[config.mk]
export PLATFORM = sky130hd
export DESIGN_NAME = basis_blade_product_sign_top_flat
export DESIGN_NICKNAME = d
export VERILOG_FILES = /design/src/rtl/core/bbps_pkg.sv /design/src/rtl/core/bbps_if.sv /design/src/rtl/core/bbps_cfg.sv /design/src/rtl/core/bbps_eval.sv /design/src/rtl/core/basis_blade_product_sign_top.sv /design/src/flat_wrapper.sv
export SDC_FILE = /design/constraint.sdc
export NUM_CORES = 1
export LEC_CHECK = 0
export BUFFER_PORTS_ARGS = -buffer_cell sky130_fd_sc_hd__buf_2
export CAP_MARGIN = 20
export CORE_ASPECT_RATIO = 0.8
export CORE_MARGIN = 2
export CORE_UTILIZATION = 33
export CTS_CLUSTER_SIZE = 25
export DETAILED_ROUTE_END_ITERATION = 10
export GPL_TIMING_DRIVEN = 0
export PLACE_DENSITY = 0.56
export SYNTH_ARGS = -nofsm -noshare
export SYNTH_HDL_FRONTEND = slang
export SYNTH_SLANG_ARGS = --single-unit
[constraint.sdc]
create_clock -name clk -period 4.5 [get_ports clk]
set_clock_uncertainty 0.05 [all_clocks]
set_input_delay 0.45 -clock clk [delete_from_list [all_inputs] [get_ports clk]]
set_output_delay 0.45 -clock clk [all_outputs]
set_load 0.005 [all_outputs]
[src/rtl/core/bbps_pkg.sv]
// ----------------------------------------------------------------------------
// bbps_pkg
// Shared widths, codes and types for the basis blade product sign block.
// ----------------------------------------------------------------------------
`timescale 1ns / 1ps
`default_nettype none

package bbps_pkg;

  // largest usable dimension, a larger dimension register is clipped to it
  localparam int MAX_DIM = 16;
  localparam int BLADE_W = 16;
  localparam int CNT_W   = 5;
  localparam int REQ_W   = 2;
  localparam int ADDR_W  = 4;
  localparam int DATA_W  = 32;

  // request codes
  localparam logic [REQ_W-1:0] REQ_GEOMETRIC = 2'd0;
  localparam logic [REQ_W-1:0] REQ_OUTER     = 2'd1;
  localparam logic [REQ_W-1:0] REQ_REVERSE   = 2'd2;

  // register indexes (byte address bits [3:2])
  localparam logic [1:0] REG_DEGENERATE = 2'd0;
  localparam logic [1:0] REG_POSITIVE   = 2'd1;
  localparam logic [1:0] REG_DIMENSION  = 2'd2;

  localparam logic [CNT_W-1:0] DEGENERATE_RST = 5'd1;
  localparam logic [CNT_W-1:0] POSITIVE_RST   = 5'd3;
  localparam logic [CNT_W-1:0] DIMENSION_RST  = 5'd4;

  typedef struct packed {
    logic [CNT_W-1:0] degenerate_count;
    logic [CNT_W-1:0] positive_count;
    logic [CNT_W-1:0] dimension;
  } bbps_cfg_t;

  typedef struct packed {
    logic               is_zero;
    logic               negative;
    logic [BLADE_W-1:0] result_blade;
  } bbps_res_t;

endpackage

`default_nettype wire

[src/rtl/core/bbps_if.sv]
// ----------------------------------------------------------------------------
// bbps_req_if / bbps_rsp_if
// Valid/ready channels carrying requests into and results out of the block.
// ----------------------------------------------------------------------------
`timescale 1ns / 1ps
`default_nettype none

interface bbps_req_if
  import bbps_pkg::*;
  ();
  logic               valid;
  logic               ready;
  logic [REQ_W-1:0]   req_type;
  logic [BLADE_W-1:0] lhs_blade;
  logic [BLADE_W-1:0] rhs_blade;

  modport source (output valid, output req_type, output lhs_blade, output rhs_blade,
                  input ready);
  modport sink (input valid, input req_type, input lhs_blade, input rhs_blade,
                output ready);
endinterface

interface bbps_rsp_if
  import bbps_pkg::*;
  ();
  logic               valid;
  logic               ready;
  logic               is_zero;
  logic               negative;
  logic [BLADE_W-1:0] result_blade;

  modport source (output valid, output is_zero, output negative, output result_blade,
                  input ready);
  modport sink (input valid, input is_zero, input negative, input result_blade,
                output ready);
endinterface

`default_nettype wire

[src/rtl/core/bbps_cfg.sv]
// ----------------------------------------------------------------------------
// bbps_cfg
// APB register file holding the metric: degenerate, positive and dimension.
// ----------------------------------------------------------------------------
`timescale 1ns / 1ps
`default_nettype none

module bbps_cfg
  import bbps_pkg::*;
(
  input  wire logic              clk,
  input  wire logic              rst,
  input  wire logic              psel,
  input  wire logic              penable,
  input  wire logic              pwrite,
  input  wire logic [ADDR_W-1:0] paddr,
  input  wire logic [DATA_W-1:0] pwdata,
  output logic      [DATA_W-1:0] prdata,
  output logic                   pready,
  output bbps_cfg_t              cfg
);

  logic [1:0] reg_idx;
  logic       wr_en;

  assign reg_idx = paddr[3:2];
  assign pready  = 1'b1;
  assign wr_en   = psel & penable & pwrite & pready;

  always_ff @(posedge clk) begin
    if (rst) begin
      cfg.degenerate_count <= DEGENERATE_RST;
      cfg.positive_count   <= POSITIVE_RST;
      cfg.dimension        <= DIMENSION_RST;
    end else if (wr_en) begin
      unique case (reg_idx)
        REG_DEGENERATE: cfg.degenerate_count <= pwdata[CNT_W-1:0];
        REG_POSITIVE:   cfg.positive_count   <= pwdata[CNT_W-1:0];
        REG_DIMENSION:  cfg.dimension        <= pwdata[CNT_W-1:0];
        default: ;
      endcase
    end
  end

  always_comb begin
    unique case (reg_idx)
      REG_DEGENERATE: prdata = DATA_W'(cfg.degenerate_count);
      REG_POSITIVE:   prdata = DATA_W'(cfg.positive_count);
      REG_DIMENSION:  prdata = DATA_W'(cfg.dimension);
      default:        prdata = '0;
    endcase
  end

endmodule

`default_nettype wire

[src/rtl/core/bbps_eval.sv]
// ----------------------------------------------------------------------------
// bbps_eval
// Combinational sign, zero and blade evaluation for one registered request.
// ----------------------------------------------------------------------------
`timescale 1ns / 1ps
`default_nettype none

module bbps_eval
  import bbps_pkg::*;
(
  input  wire bbps_cfg_t           cfg,
  input  wire logic [REQ_W-1:0]    req_type,
  input  wire logic [BLADE_W-1:0]  lhs_blade,
  input  wire logic [BLADE_W-1:0]  rhs_blade,
  output bbps_res_t                res
);

  logic [CNT_W-1:0]   dim_eff;
  logic [CNT_W:0]     neg_start;
  logic [BLADE_W-1:0] in_dim;
  logic [BLADE_W-1:0] geo_term;
  logic [BLADE_W-1:0] geo_zero;
  logic [BLADE_W-1:0] outer_term;
  logic [CNT_W-1:0]   pop;
  logic               geo_neg;
  logic               outer_neg;

  assign dim_eff   = (cfg.dimension > CNT_W'(MAX_DIM)) ? CNT_W'(MAX_DIM) : cfg.dimension;
  assign neg_start = {1'b0, cfg.degenerate_count} + {1'b0, cfg.positive_count};

  // per-index terms, each bit independent of the others
  always_comb begin
    for (int i = 0; i < BLADE_W; i++) begin
      in_dim[i]     = CNT_W'(i) < dim_eff;
      geo_term[i]   = in_dim[i] & lhs_blade[i] &
                      ((^(rhs_blade & ((BLADE_W'(1) << i) - BLADE_W'(1)))) ^
                       (rhs_blade[i] & ((CNT_W+1)'(i) >= neg_start)));
      geo_zero[i]   = in_dim[i] & lhs_blade[i] & rhs_blade[i] &
                      (CNT_W'(i) < cfg.degenerate_count);
      outer_term[i] = in_dim[i] & rhs_blade[i] & (^(lhs_blade >> (i + 1)));
    end
  end

  always_comb begin
    pop = '0;
    for (int i = 0; i < BLADE_W; i++) begin
      pop = pop + CNT_W'(lhs_blade[i]);
    end
  end

  assign geo_neg   = ^geo_term;
  assign outer_neg = ^outer_term;

  always_comb begin
    unique case (req_type)
      REQ_GEOMETRIC: begin
        res.is_zero      = |geo_zero;
        res.negative     = ~(|geo_zero) & geo_neg;
        res.result_blade = (|geo_zero) ? '0 : (lhs_blade ^ rhs_blade);
      end
      REQ_OUTER: begin
        res.is_zero      = |(lhs_blade & rhs_blade);
        res.negative     = ~(|(lhs_blade & rhs_blade)) & outer_neg;
        res.result_blade = (|(lhs_blade & rhs_blade)) ? '0 : (lhs_blade | rhs_blade);
      end
      REQ_REVERSE: begin
        res.is_zero      = 1'b0;
        res.negative     = pop[1];
        res.result_blade = lhs_blade;
      end
      default: begin
        res.is_zero      = 1'b1;
        res.negative     = 1'b0;
        res.result_blade = '0;
      end
    endcase
  end

endmodule

`default_nettype wire

[src/rtl/core/basis_blade_product_sign_top.sv]
// ----------------------------------------------------------------------------
// basis_blade_product_sign_top
// Basis blade product unit: geometric, outer and reversion sign of bitmask
// blades under a programmable degenerate / positive / negative metric.
//
// usage:
//   req channel carries req_type, lhs_blade, rhs_blade; a transaction is
//   taken when valid and ready are both high. rsp channel returns is_zero,
//   negative and result_blade, one result per request, in order.
//   the metric lives in three APB registers at byte addresses 0, 4, 8
//   (degenerate_count, positive_count, dimension); write them only while
//   no request is in flight.
//   a request is held in the input register, then in the result register,
//   which drives rsp.valid; throughput is one transaction per cycle while
//   rsp is not stalled, set by the combinational evaluation logic between
//   the two registers.
//   when rsp is stalled, the result register holds and the input register
//   still takes one more request; req.ready drops only when both are full.
//   reset (rst, synchronous) empties both stages and restores the metric
//   to degenerate 1, positive 3, dimension 4.
// ----------------------------------------------------------------------------
`timescale 1ns / 1ps
`default_nettype none

module basis_blade_product_sign_top
  import bbps_pkg::*;
(
  input  wire logic              clk,
  input  wire logic              rst,
  bbps_req_if.sink               req,
  bbps_rsp_if.source             rsp,
  input  wire logic              psel,
  input  wire logic              penable,
  input  wire logic              pwrite,
  input  wire logic [ADDR_W-1:0] paddr,
  input  wire logic [DATA_W-1:0] pwdata,
  output logic      [DATA_W-1:0] prdata,
  output logic                   pready
);

  bbps_cfg_t cfg;

  // input stage
  logic               s1_valid;
  logic [REQ_W-1:0]   s1_req_type;
  logic [BLADE_W-1:0] s1_lhs;
  logic [BLADE_W-1:0] s1_rhs;

  // result stage
  logic               s2_valid;
  bbps_res_t          s2_res;
  bbps_res_t          eval_res;

  logic               s2_open;
  logic               s1_move;

  bbps_cfg u_cfg (
    .clk     (clk),
    .rst     (rst),
    .psel    (psel),
    .penable (penable),
    .pwrite  (pwrite),
    .paddr   (paddr),
    .pwdata  (pwdata),
    .prdata  (prdata),
    .pready  (pready),
    .cfg     (cfg)
  );

  // result stage can load when empty or being drained this cycle
  assign s2_open   = ~s2_valid | rsp.ready;
  assign s1_move   = s1_valid & s2_open;
  assign req.ready = ~s1_valid | s2_open;

  always_ff @(posedge clk) begin
    if (rst) begin
      s1_valid <= 1'b0;
    end else if (req.ready) begin
      s1_valid <= req.valid;
    end
  end

  always_ff @(posedge clk) begin
    if (req.valid && req.ready) begin
      s1_req_type <= req.req_type;
      s1_lhs      <= req.lhs_blade;
      s1_rhs      <= req.rhs_blade;
    end
  end

  bbps_eval u_eval (
    .cfg       (cfg),
    .req_type  (s1_req_type),
    .lhs_blade (s1_lhs),
    .rhs_blade (s1_rhs),
    .res       (eval_res)
  );

  always_ff @(posedge clk) begin
    if (rst) begin
      s2_valid <= 1'b0;
    end else if (s2_open) begin
      s2_valid <= s1_valid;
    end
  end

  always_ff @(posedge clk) begin
    if (s1_move) begin
      s2_res <= eval_res;
    end
  end

  assign rsp.valid        = s2_valid;
  assign rsp.is_zero      = s2_res.is_zero;
  assign rsp.negative     = s2_res.negative;
  assign rsp.result_blade = s2_res.result_blade;

endmodule

`default_nettype wire

[src/flat_wrapper.sv]
// flat-port wrapper written by rule: the top's interface ports become plain ports
module basis_blade_product_sign_top_flat import bbps_pkg::*;
  (clk, rst, psel, penable, pwrite, paddr, pwdata, prdata, pready, req_valid, req_req_type, req_lhs_blade, req_rhs_blade, req_ready, rsp_valid, rsp_is_zero, rsp_negative, rsp_result_blade, rsp_ready);
  bbps_req_if req_i ();
  bbps_rsp_if rsp_i ();
  input  wire logic clk;
  input  wire logic rst;
  input  wire logic psel;
  input  wire logic penable;
  input  wire logic pwrite;
  input  wire logic [ADDR_W-1:0] paddr;
  input  wire logic [DATA_W-1:0] pwdata;
  output logic      [DATA_W-1:0] prdata;
  output logic pready;
  input wire logic [$bits(req_i.valid)-1:0] req_valid;
  input wire logic [$bits(req_i.req_type)-1:0] req_req_type;
  input wire logic [$bits(req_i.lhs_blade)-1:0] req_lhs_blade;
  input wire logic [$bits(req_i.rhs_blade)-1:0] req_rhs_blade;
  output wire logic [$bits(req_i.ready)-1:0] req_ready;
  output wire logic [$bits(rsp_i.valid)-1:0] rsp_valid;
  output wire logic [$bits(rsp_i.is_zero)-1:0] rsp_is_zero;
  output wire logic [$bits(rsp_i.negative)-1:0] rsp_negative;
  output wire logic [$bits(rsp_i.result_blade)-1:0] rsp_result_blade;
  input wire logic [$bits(rsp_i.ready)-1:0] rsp_ready;
  assign req_i.valid = req_valid;
  assign req_i.req_type = req_req_type;
  assign req_i.lhs_blade = req_lhs_blade;
  assign req_i.rhs_blade = req_rhs_blade;
  assign req_ready = req_i.ready;
  assign rsp_valid = rsp_i.valid;
  assign rsp_is_zero = rsp_i.is_zero;
  assign rsp_negative = rsp_i.negative;
  assign rsp_result_blade = rsp_i.result_blade;
  assign rsp_i.ready = rsp_ready;
  basis_blade_product_sign_top u_core (.clk(clk), .rst(rst), .req(req_i), .rsp(rsp_i), .psel(psel), .penable(penable), .pwrite(pwrite), .paddr(paddr), .pwdata(pwdata), .prdata(prdata), .pready(pready));
endmodule
---- After elaboration in Yosys (flattened, before gate mapping) ----
Index checks and enable logic that the tools add are counted.
storage, ports and cells
  register bits ........................... 69
  bits of input ports ..................... 77
  output and inout port bits .............. 53
  word-level logic and storage cells ...... 264
cells by class
  $add $sub $neg .......................... 16
  magnitude comparators ................... 49
  equal/unequal tests ..................... 4
  muxes and demuxes ....................... 5
  bitwise logic cells ..................... 139
  reductions and logical operators ........ 40
operators by type and width
  kind                                                       number
  XOR reduction 16 bit                                       32
  bitwise AND 1 bit                                          115
  less-than comparator 4 x 5 -> 1 bit, first input constant  16
  one-hot mux 18 bit (3 select lines)                        1
  >= comparator 4 x 6 -> 1 bit, first input constant         8
  less-than comparator 3 x 5 -> 1 bit, first input constant  8
  2-to-1 mux 16 bit                                          2
  OR reduction 16 bit                                        2
  adder 2 x 1 -> 2 bit                                       14
  >= comparator 3 x 6 -> 1 bit, first input constant         4
  less-than comparator 1 x 5 -> 1 bit, first input constant  4
  less-than comparator 2 x 5 -> 1 bit, first input constant  4
  bitwise AND 16 bit                                         1
  OR 16 bit                                                  1
  bitwise XOR 16 bit                                         1
  one-hot mux 5 bit (3 select lines)                         1
  bitwise XOR 1 bit                                          15
  >= comparator 1 x 6 -> 1 bit, first input constant         2
  >= comparator 2 x 6 -> 1 bit, first input constant         2
  adder 5 x 5 -> 6 bit                                       1
  AND reduction 2 bit                                        3
  > comparator 5 bit, second input constant                  1
  2-to-1 mux 5 bit                                           1
  == test 2 x 1 -> 1 bit, second input constant              2
  other kinds (6)                                            12

---- Longest topological paths before layout ----
Gate-level depths: netlist of run 1.
  word-level depth ........................ 16
  mapped depth ............................ 13
  mapped depth without buffers ............ 13

---- Modules after synthesis ----
A second synthesis of run 1 with hierarchy kept.
second synthesis, totals
  cell total of the unflattened synthesis .. 639
  area, all modules ....................... 6124.6 um2
by module, submodules not included
  module                        instances  cells each  area each (um2)  seq. area each (um2)
  bbps_eval                     1          469         3494.6           0.0
  basis_blade_product_sign_top  1          62          1665.3           1601.5
  bbps_cfg                      1          108         964.7            300.3

---- Least setup slack after synthesis of run 1 ----
OpenSTA, ideal clock, no wires.
  kind .................................... reg2reg
  from .................................... register, netlist name u_core.u_cfg.cfg[11]
  to ...................................... register u_core.s2_res (netlist bit u_core.rsp.negative), data pin
  library setup time ...................... 0.158 ns
  arrival time ............................ 3.530 ns
  required time ........................... 4.292 ns
  slack ................................... 0.762 ns
  stages on the path, launching flop included .. 14
  buffers on the path ..................... 1
  period minus slack after synthesis ...... 3.738 ns
  cells stage by stage .................... dfxtp_1 -> clkbuf_1 -> inv_1 -> fa_1 -> and3_1 -> a211oi_1 -> nor4_1 -> nor3_1 -> xnor2_1 -> xnor2_1 -> xnor3_1 -> xnor2_2 -> xnor3_1 -> o221ai_2
RTL lines
  what                  RTL line                             RTL
  to (signal assigned)  basis_blade_product_sign_top.sv:109  s2_res <= eval_res;
  to (decl)             basis_blade_product_sign_top.sv:51   bbps_res_t s2_res;

==> results.cfg, run 1 <==
[power_and_ir_drop]
ir_drop_mv = 0.1399
power_density_nw_per_um2 = 313.3
cellLeakagePower_nw = 2.932

[die]
placementRows = 42
start_util_pct = 34.06
die_area_sq_um = 18380
ioPinCount = 130
core_region_area_sq_um = 16760
fp.dieH_um = 121.6
die-width_um = 151.1

[route]
wl_per_cell_um = 17.88
vias = 4810
met2_length_um = 7283
viasPerCell = 5.117
drc = 0
drt-total-wl_um = 16810
drt_iter0_markers = 396
wirelength_met1_um = 8242
routed.top_layer = met4
wl_met3_um = 1076
ant_nets = 0
drt_pre_antenna_iters = 5

[clock_tree]
clk_pin_slew_ps = 60
clock-sinks = 69
cts_root_buf = clkbuf_16
hold_buffers = 0
clock_latency_ps = 350
cts_tree = built
postCtsSetupBuffers = 0
htreeDepth = 3
clockBufferDepth = 2
cts_buffers = 9

[synth]
synth_top_area_share_pct = 27.35
yosys-top-cells-area = edfxtp_1, ha_1, xnor2_1, dfxtp_1, mux2i_1
synthFlopType = edfxtp_1
avgSynthCellArea_sq_um = 9.406
synth_area_leader_cell = edfxtp_1
synthArstFlopShare_pct = 0
synth-adder-area-share_pct = 10.91
synth_seq_area_share_pct = 33.31
synth_area_sq_um = 5709
synth_xor_area_share_pct = 13.85
synth.distinct_cells = 59
synth_compound_area_share_pct = 14.71
synth-simple-area-share_pct = 14.11
syn_inst = 607
yosysWarnings = 0
synth-edff-count = 52
muxShareOfSynthArea_pct = 4.208
synth-seq-cells = 69
synth_top_family_by_area = compound AO/OA/AOI/OAI gates

[timing]
setup_viol = 0
slew_headroom_pct = 28.40
min_period_over_period_pct = 96.43
fin_tns_setup_ps = 0
worstMarginPinSlew_ps = 1072
hold_viol = 0
maxSlewViolCount = 0
max_clock_freq_mhz = 230.5
min_period_ps = 4339
holdWs_ps = 218.1
rsz0062_at_grt = no

[placement]
gp_congestion = 0.8713
dp_hpwl_um = 13070
port_buffers = 70

[final_layout]
layout.nets = 837
area_growth_syn_to_layout_pct = 18.69
mostFrequentLayoutCells = buf_2, xnor2_1, edfxtp_1, inv_1, nand2_1
drive_gt1_share_pct = 17.92
nFillCells = 1684
final_common_cell = buf_2
diodes = 0

[min_path]
min_path_cells = 1
hp-class = in -> reg
holdPathEnd = u_core.s1_req_type[0]
hold_start = req_req_type[0]

[global_routing]
grt_start_max_net_pins = 35
grt_usage_pct = 18.85
grt-ovfl-total = 0
grt_pass1_vias = 4695
grt_pass1_wl_um = 25950
antenna_found_initial = 0

[critical_path]
start_kind = flip-flop
crit-reg2reg-launch = u_core.u_cfg.cfg[10]
cp.arrival_ps = 4470
cp_max_fo = 9
path_class = reg -> reg
setup.worst_path.end_class = flip-flop
r2r_end = u_core.rsp.negative
ff2ff_path_depth = 13
critPathLaunch = u_core.u_cfg.cfg[10]
r2r_slack_ps = 160
required_ps = 4630

[run_status]
status = completed

[run]
drv_cap = 0
## what timing repair did
item / CTS / global route
resized for setup: 2 / 4
setup endpoints to repair: 1 / 1
cloned: 0 / 0
## metal layers
metal | vias to the layer above | GRT usage, %
li1 | 2306 | -
met1 | 2316 | 27.47
met2 | 169 | 28.75
met3 | 19 | 3.745
met4 | 0 | 4.439
met5 | - | 0
## synthesized netlist by cell type, types with 5 or more instances
cell / instances
xor2_1: 11
or3_1: 5
nor2b_1: 9
inv_1: 51
a21oi_1: 34
a211o_1: 6
nand3_1: 12
ha_1: 37
dfxtp_1: 17
fa_1: 8
nor4_1: 5
nand2_1: 46
buf_4: 28
o211ai_1: 6
o21ai_0: 28
xnor3_1: 7
nand2b_1: 8
and2_1: 6
mux2i_1: 24
xnor2_1: 52
nor2_1: 45
nor3_1: 9
clkbuf_1: 22
edfxtp_1: 52
o221ai_1: 13
## cell type report
type	instances	area (sq um)	share of cell area (%)
clock buffer	9	225.2	3.323
multi-input combinational	461	3432	50.65
sequential	69	1902	28.06
buffer	52	310.3	4.579
tap	220	275.3	4.062
inverter	51	191.4	2.825
timing repair buffer	71	365.4	5.391
clock inverter	7	75.07	1.108
## power breakdown
| group | internal (mW) | switching [mW] |
|---|---|---|
| logic | 0.312 | 0.325 |
| clock network | 0.430 | 0.289 |
| registers | 0.725 | 0.0417 |
## registers in the layout, summed over array words and instances, names as in the netlist
signal,flops
u_core.u_cfg.cfg,15
u_core.s1_req_type,2
u_core.s1_lhs,16
u_core.rsp.negative,1
u_core.s1_valid,1
u_core.rsp.valid,1
u_core.rsp.result_blade,16
u_core.rsp.is_zero,1
u_core.s1_rhs,16
## critical path, cell delays in order (launching register included)
cell,delay (ps)
dfxtp_1,550
ha_1,320
inv_1,70
fa_1,460
and3_1,240
a211oi_2,550
nor2_1,210
a311oi_1,270
a21oi_1,80
xnor2_1,180
xnor3_1,450
xnor2_2,150
xnor3_1,360
o221ai_2,190
## worst max path at each step
| stage | endpoint | slack (ps) | depth (start not counted) |
|---|---|---|---|
| after floorplan | u_core.rsp.negative | 760 | 13 |
| after global placement | u_core.rsp.negative | -6 | 13 |
| after detailed placement | u_core.rsp.negative | -30 | 13 |
| after CTS | u_core.rsp.negative | 120 | 13 |
| after global routing | u_core.rsp.negative | 2 | 13 |
| final | u_core.rsp.negative | 160 | 13 |
## stage by stage
step                cell area, sq um  std cells  util (%)  setup WS [ps]  power (mW)
finish                          6777        940     40.42          160.9       2.123
global route                    6777        940     40.42          1.858       2.234
CTS                             6760        940     40.33          115.1       2.137
detailed placement              6451        924     38.48         -28.06       1.407
global placement                6432        923     38.37         -5.979       1.391
floorplan                       5807        633         -          762.3       1.254
## cell families after synthesis
logic type | Yosys count
AND/OR/NAND/NOR | 166
AO/OA/AOI/OAI | 124
buffers and inverters | 103
XOR/XNOR | 74
flip-flops | 69
adder cells (fa/ha/maj) | 45
multiplexers | 24
other | 2
Note: power is estimated with default switching activity, not from simulation.
==> run 2: changes to the inputs <==
BUFFER_PORTS_ARGS = -buffer_cell sky130_fd_sc_hd__buf_4   (was -buffer_cell sky130_fd_sc_hd__buf_2)
SLEW_MARGIN = 20   (was unset)
==> results.cfg, run 2 (synthesis gave the netlist of run 1 again) <==
[route]
met2_length_um = 7222
wl_met3_um = 1429
wl_per_cell_um = 17.69
drt_iter0_markers = 420
viasPerCell = 5.138
wirelength_met1_um = 7770
vias = 4835
drc = 0
drt-total-wl_um = 16650
routed.top_layer = met4
ant_nets = 0
drt_pre_antenna_iters = 5

[global_routing]
grt_pass1_vias = 4735
grt_pass1_wl_um = 26100
antenna_found_initial = 0
grt_usage_pct = 18.90
grt-ovfl-total = 0
grt_start_max_net_pins = 23

[critical_path]
endpoint = u_core.rsp.negative
cp.buffers_inverters = 1
cp.arrival_ps = 4480
cp_max_fo = 9
cp_slowest_cell = a211oi_2
critPathLaunch = u_core.u_cfg.cfg[10]
setup.worst_path.end_class = flip-flop
start_kind = flip-flop
ff2ff_path_depth = 13
cpMostUsedCell = xnor3_1
path_class = reg -> reg
required_ps = 4630
cpLargestDelayFamily = XOR/XNOR gates
r2r_end = u_core.rsp.negative
crit-reg2reg-launch = u_core.u_cfg.cfg[10]
r2r_slack_ps = 150
worst-path-stages = 13
crit_chain = ha_1 -> inv_1 -> fa_1 -> and3_1 -> a211oi_2 -> nor2_1 -> a311oi_1 -> a21oi_1 -> xnor2_1 -> xnor3_1 -> xnor2_2 -> xnor3_1 -> o221ai_2
slowest_delay_ps = 550

[power_and_ir_drop]
p_sw_share_pct = 29.43
power_density_nw_per_um2 = 311.7
p_sw_uw = 641.3
internal-power_mw = 1.538
seqPwrFrac_pct = 35.2
p_clk_share_pct = 34.6
ir_drop_mv = 0.1853
power_frac_comb_pct = 30.2
design_power_total_mw = 2.179
cellLeakagePower_nw = 3.015

[timing]
setup_viol = 0
min_period_over_period_pct = 96.67
maxSlewViolCount = 0
max_clock_freq_mhz = 229.9
rsz0062_at_grt = no
worst_slack_ps = 149.8
worstMarginPinSlew_ps = 1029
slew_headroom_pct = 30.90
hold_viol = 0
min_period_ps = 4350

[die]
die_area_sq_um = 18380
core_region_area_sq_um = 16760
ioPinCount = 130
start_util_pct = 34.06
placementRows = 42
die-width_um = 151.1
fp.dieH_um = 121.6

[final_layout]
final_common_cell = buf_4
layout.nets = 838
diodes = 0
multi_input_area_sq_um = 3432
mostFrequentLayoutCells = buf_4, xnor2_1, edfxtp_1, inv_1, nand2_1
drive_gt1_share_pct = 17.89
area_growth_syn_to_layout_pct = 22.44
nFillCells = 1670
post-route-util_pct = 41.70
final_cells = 941
regArea_sq_um = 1902

[run_status]
status = completed

[placement]
port_buffers = 70
place_inst = 925
post-place-ws_ps = 7.716
dp_hpwl_um = 13080
gp_congestion = 0.8820

[clock_tree]
hold_buffers = 0
clockBufferDepth = 2
cts_tree = built
clock-sinks = 69
cts_root_buf = clkbuf_16
htreeDepth = 3
clk_pin_slew_ps = 60
cts_buffers = 9
clock_latency_ps = 350

[min_path]
hp-class = in -> reg

[run]
drv_cap = 0
run 2: cell types whose count changed in the layout (fill, tap and decap cells not counted), sizes merged:
cell and change:
clkinv +2, clkinvlp -2, buf +1, bufinv +1, inv -1
run 2: worst min path at each step:
stage,cells after the start,startpoint,endpoint,slack [ps]
floorplan,1,u_core.u_cfg.cfg[5],u_core.u_cfg.cfg[5],420
global placement,2,u_core.s1_valid,u_core.rsp.valid,450
detailed placement,2,u_core.s1_valid,u_core.rsp.valid,460
CTS,1,req_lhs_blade[12],u_core.s1_lhs[12],220
global route,1,req_rhs_blade[12],u_core.s1_rhs[12],210
finish,1,req_lhs_blade[13],u_core.s1_lhs[13],230
run 2: repair_timing:
| item | CTS | global route |
|---|---|---|
| endpoints found under the setup margin | 1 | 1 |
| resized for setup | 1 | 5 |
| buffers inserted | 0 | 0 |
run 2: through the flow:
stage,area [sq um],hold WS [ps],setup TNS [ps]
floorplan,5807,415.1,0
global placement,6608,451.3,-2.230
CTS,6970,215.5,0
finish,6990,226.8,0
detailed placement,6650,463.6,0
global route,6990,213.7,0
run 2: layout make-up:
| type | instances | share of cell area (%) |
|---|---|---|
| buffer | 52 | 4.439 |
| clock buffer | 9 | 3.222 |
| clock inverter | 7 | 1.289 |
| inverter | 51 | 2.739 |
| multi-input combinational | 461 | 49.10 |
| sequential | 69 | 27.21 |
| tap | 220 | 3.938 |
| timing repair buffer | 72 | 8.072 |
run 2: power by group through the flow:
stage | combinational, mW | sequential, mW | clock (mW)
global route | 0.729 | 0.772 | 0.797
floorplan | 0.490 | 0.764 | 0
finish | 0.659 | 0.767 | 0.753
global placement | 0.630 | 0.782 | 0
detailed placement | 0.646 | 0.780 | 0
CTS | 0.654 | 0.767 | 0.771
run 2: metal layers:
metal	up-vias	track usage, %
li1	2310	-
met1	2281	26.75
met2	225	29.43
met3	19	4.082
met4	0	4.731
met5	-	0
